--- config.mk ---
export PLATFORM = sky130hd
export DESIGN_NAME = dis_cell
export DESIGN_NICKNAME = d
export VERILOG_FILES = /design/src/rtl/core/dis_pkg.sv /design/src/rtl/core/dis_cell.sv
export SDC_FILE = /design/constraint.sdc
export NUM_CORES = 1
export LEC_CHECK = 0
export BUFFER_PORTS_ARGS = -buffer_cell sky130_fd_sc_hd__buf_2
export CAP_MARGIN = 10
export CORE_AREA = 2 2 125 127
export DETAILED_ROUTE_END_ITERATION = 16
export DIE_AREA = 0 0 127 129
export GPL_TIMING_DRIVEN = 1
export MAX_ROUTING_LAYER = met4
export PLACE_DENSITY_LB_ADDON = 0.3
export SLEW_MARGIN = 10
export SYNTH_ARGS = -nofsm -noshare
export SYNTH_HDL_FRONTEND = slang
export SYNTH_SLANG_ARGS = --single-unit
--- constraint.sdc ---
create_clock -name i_clk -period 15.16 [get_ports i_clk]
set_clock_uncertainty 0.05 [all_clocks]
set_input_delay 3.032 -clock i_clk [delete_from_list [all_inputs] [get_ports i_clk]]
set_output_delay 3.032 -clock i_clk [all_outputs]
set_load 0.02 [all_outputs]
--- src/rtl/core/dis_pkg.sv ---
// ----------------------------------------------------------------------------
// dis_pkg: shared types and helpers for the double index sort
// Request/result structs, insertion cell record, key ordering function.
// ----------------------------------------------------------------------------
`default_nettype none
package dis_pkg;

    localparam int MAX_ITEMS_DEF = 64;
    localparam int POS_W         = 12;   // holds positions up to 4095
    localparam int ORD_W         = 65;   // NaN class bit + 64-bit order image

    typedef struct packed {
        logic [63:0] key_bits;
        logic        is_final_key;
    } t_in;

    typedef struct packed {
        logic [5:0] sorted_position;
        logic       is_final_result;
    } t_out;

    typedef struct packed {
        logic             valid;
        logic [ORD_W-1:0] ord;
        logic [POS_W-1:0] pos;
    } t_cell;

    typedef struct packed {
        logic  load;      // insert new_cell into the chain
        logic  shift;     // move every cell one place toward cell 0
        t_cell new_cell;
    } t_cell_ctl;

    typedef enum logic {
        ST_LOAD,
        ST_EMIT
    } t_state;

    // Unsigned image whose order matches IEEE order; all NaNs collapse to one top value.
    function automatic logic [ORD_W-1:0] order_key(input logic [63:0] b);
        logic        is_nan;
        logic [63:0] m;
        is_nan = (b[62:52] == 11'h7ff) && (b[51:0] != 52'd0);
        m      = (b[62:0] == 63'd0) ? 64'd0 : b;
        if (is_nan) begin
            order_key = {1'b1, 64'd0};
        end else if (m[63]) begin
            order_key = {1'b0, ~m};
        end else begin
            order_key = {1'b0, m | 64'h8000_0000_0000_0000};
        end
    endfunction

endpackage
`default_nettype wire

--- src/rtl/core/dis_cell.sv ---
// ----------------------------------------------------------------------------
// dis_cell: one insertion cell of the sort chain
// Holds one key image and position; takes new key, left neighbor or right one.
// ----------------------------------------------------------------------------
`default_nettype none
module dis_cell (
    input  wire logic              i_clk,
    input  wire logic              i_rst_n,
    input  wire dis_pkg::t_cell_ctl i_ctl,
    input  wire dis_pkg::t_cell    i_left,
    input  wire logic              i_left_gt,
    input  wire dis_pkg::t_cell    i_right,
    output dis_pkg::t_cell         o_cell,
    output logic                   o_gt
);
    dis_pkg::t_cell r_cell, n_cell;

    // empty cells count as above every key; equal keys stay ahead (stable)
    assign o_gt = !r_cell.valid || (r_cell.ord > i_ctl.new_cell.ord);

    always_comb begin
        n_cell = r_cell;
        if (i_ctl.shift) begin
            n_cell = i_right;
        end else if (i_ctl.load && o_gt) begin
            n_cell = i_left_gt ? i_left : i_ctl.new_cell;
        end
    end

    always_ff @(posedge i_clk) begin
        if (!i_rst_n) begin
            r_cell.valid <= 1'b0;
        end else begin
            r_cell.valid <= n_cell.valid;
        end
        r_cell.ord <= n_cell.ord;
        r_cell.pos <= n_cell.pos;
    end

    assign o_cell = r_cell;
endmodule
`default_nettype wire

==> metrics.yaml <==
setup_path:
  start_kind: "input pin"
  worstPathArrival_ps: 5340
  end_kind: "primary output"
  crit_type: "in2out"
  cp-startpoint: "i_ctl[18]"
  required_ps: 12080
  worst-path-max-fanout: 3
  r2r_start: "o_cell[18]"
finish:
  nets: 1195
  largest_register_ffs: 78
  diodes: 0
  area_growth_pct: 37.56
  fin_area_um2: 7795
  final.fill_count: 1464
  layout-drive-gt1-share_pct: 38.84
worst_hold_path:
  hold_start: "o_cell[77]"
  hold_path_class: "reg2reg"
clock_network:
  clock_latency_ps: 330
  htreeDepth: 3
  cts_sinks: 78
  clockBufferDepth: 2
  cts_tree: "yes"
  clk_pin_slew_ps: 60
  cts_hold_buf: 0
  cts_buffers: 9
  cts_resized: 0
  postCtsSetupRepairBufs: 0
  cts_root_buf: "clkbuf_16"
logic_synthesis:
  synth_top_family_by_area: "adder cells"
  synthTopCellsByArea: "edfxtp_1 (41%), ha_1 (14%), mux2i_1 (14%)"
  synth_top_area_share_pct: 40.80
  synth_compound_area_share_pct: 12.92
  yosysUniqueCellTypes: 37
  synthArstFlopShare_pct: 0
  synthTopCellsByCount: "nand2_1 (93), o21ai_0 (88), edfxtp_1 (77), mux2i_1 (77), inv_1 (68)"
  synth.largest_area_cell: "edfxtp_1"
  synth_nets: 889
  avgSynthCellArea_um2: 9.687
  synth_ff_type: "edfxtp_1"
  netlist_instances: 585
  synth_seq_area_share_pct: 41.16
  synth_edf_count: 77
  ys_seq_elements: 78
  synth_simple_gate_area_share_pct: 11.37
  synth_warnings: 0
  synth_area_um2: 5667
  synth_mux_area_share_pct: 13.80
  synthAdderAreaFrac_pct: 14.35
  synth-xor-area-share_pct: 0
  yosysMostFrequentCell: "nand2_1"
global_route:
  grt_start_max_net_pins: 81
  grt_antenna_before_repair: 0
  track_usage_pct: 19.53
  overflow: 0
  grt_pass1_wl_um: 24220
  grt_pass1_vias: 4868
floorplan:
  start_util_pct: 37.84
  coreArea_um2: 14980
  die_h_um: 129
  die_area_um2: 16380
  die_w_um: 127
  num_rows: 45
  ios: 318
routing:
  dr.first_iter.drc_count: 239
  vias_per_cell: 4.828
  dr.pass1.iters: 4
  drc: 0
  wl_um: 16180
  wl_per_cell_um: 14.93
  antenna_left: 0
  vias: 5234
placed_design:
  post-place-ws_ps: 6689
  port_buffers: 317
  placed_cell_area_um2: 7427
  dp_hpwl_um: 13320
  gp_congestion: 0.8170
timing:
  rsz0062_at_grt: "false"
  period_share_pct: 55.58
  max-slew-margin-rel_pct: 48.82
  layout_min_cycle_time_ps: 8426
  tightest_slew_ps: 767.7
  setup_viol: 0
  max_freq_mhz: 118.7
  finalSetupTns_ps: 0
  drv_slew: 0
  hold_violations: 0
  setup_ws_ps: 6734
pwr:
  ir_worst_vdd_mv: 0.05067
  p_leak_nw: 4.079
  power.total_w: 0.0007548
  power_density_nw_per_um2: 96.84
job:
  max_cap_viol_count: 0
status:
  status: "finished clean"
-- placed cells by master, fill, tap and decap left out, types with 6 or more instances in the layout --
cell type	instances
clkbuf_16	9
buf_2	315
edfxtp_1	77
nand4_1	12
o21ai_0	87
mux2i_1	77
a21oi_1	30
nor2_1	8
buf_4	6
ha_1	65
nand3_1	6
nand2_1	93
inv_1	68
-- power breakdown --
| part | internal, W | total (W) | switching, W |
|---|---|---|---|
| combinational | 0.0000830 | 0.000205 | 0.000122 |
| sequential | 0.000270 | 0.000283 | 0.0000127 |
| clock | 0.000178 | 0.000267 | 0.0000885 |
-- critical path: stages --
cell	delay [ps]
buf_2	90
inv_1	40
ha_1	300
a21o_1	160
a21oi_1	160
o221ai_1	160
a2111oi_2	570
o21ai_1	150
a221oi_2	350
o21ai_0	140
buf_2	180
-- metal layers --
layer  track usage [%]  vias to the layer above  part of all wire [%]
met2             33.78                      190                    50
met5                 -                        -                     0
met4             5.947                        0                   1.4
li1                  -                     2720                     -
met3             2.578                       15                   6.0
met1             23.91                     2309                    42
-- final timing paths --
path	endpoint	slack, ps	cells past startpoint
setup reg to reg	o_cell[31]	12110	9
hold reg to reg	o_cell[77]	540	3
setup / recovery	o_gt	6730	11
hold / removal	o_cell[77]	540	3
-- cell type report --
cell class | count | area (um2) | area share, %
clock buffer | 9 | 225.2 | 2.889
clock inverter | 7 | 142.6 | 1.830
inverter | 68 | 255.2 | 3.274
multi-input combinational | 413 | 2983 | 38.27
sequential | 78 | 2332 | 29.92
tap | 188 | 235.2 | 3.018
timing repair buffer | 321 | 1622 | 20.80
-- metrics by stage --
stage	instances	hold WS, ps	util (%)
2_1_floorplan	585	587.3	-
3_3_place_gp	1068	517.7	49.59
3_5_place_dp	1068	523.1	49.59
4_1_cts	1084	533.2	52.05
5_1_grt	1084	587.0	52.05
6_report	1084	541.1	52.05
-- kinds of logic after synthesis --
family	Yosys count
buffers and inverters	94
multiplexers	78
adder cells (fa/ha/maj)	65
AO/OA/AOI/OAI	134
AND/OR/NAND/NOR	136
flip-flops	78
(Power assumes the default switching activity.)
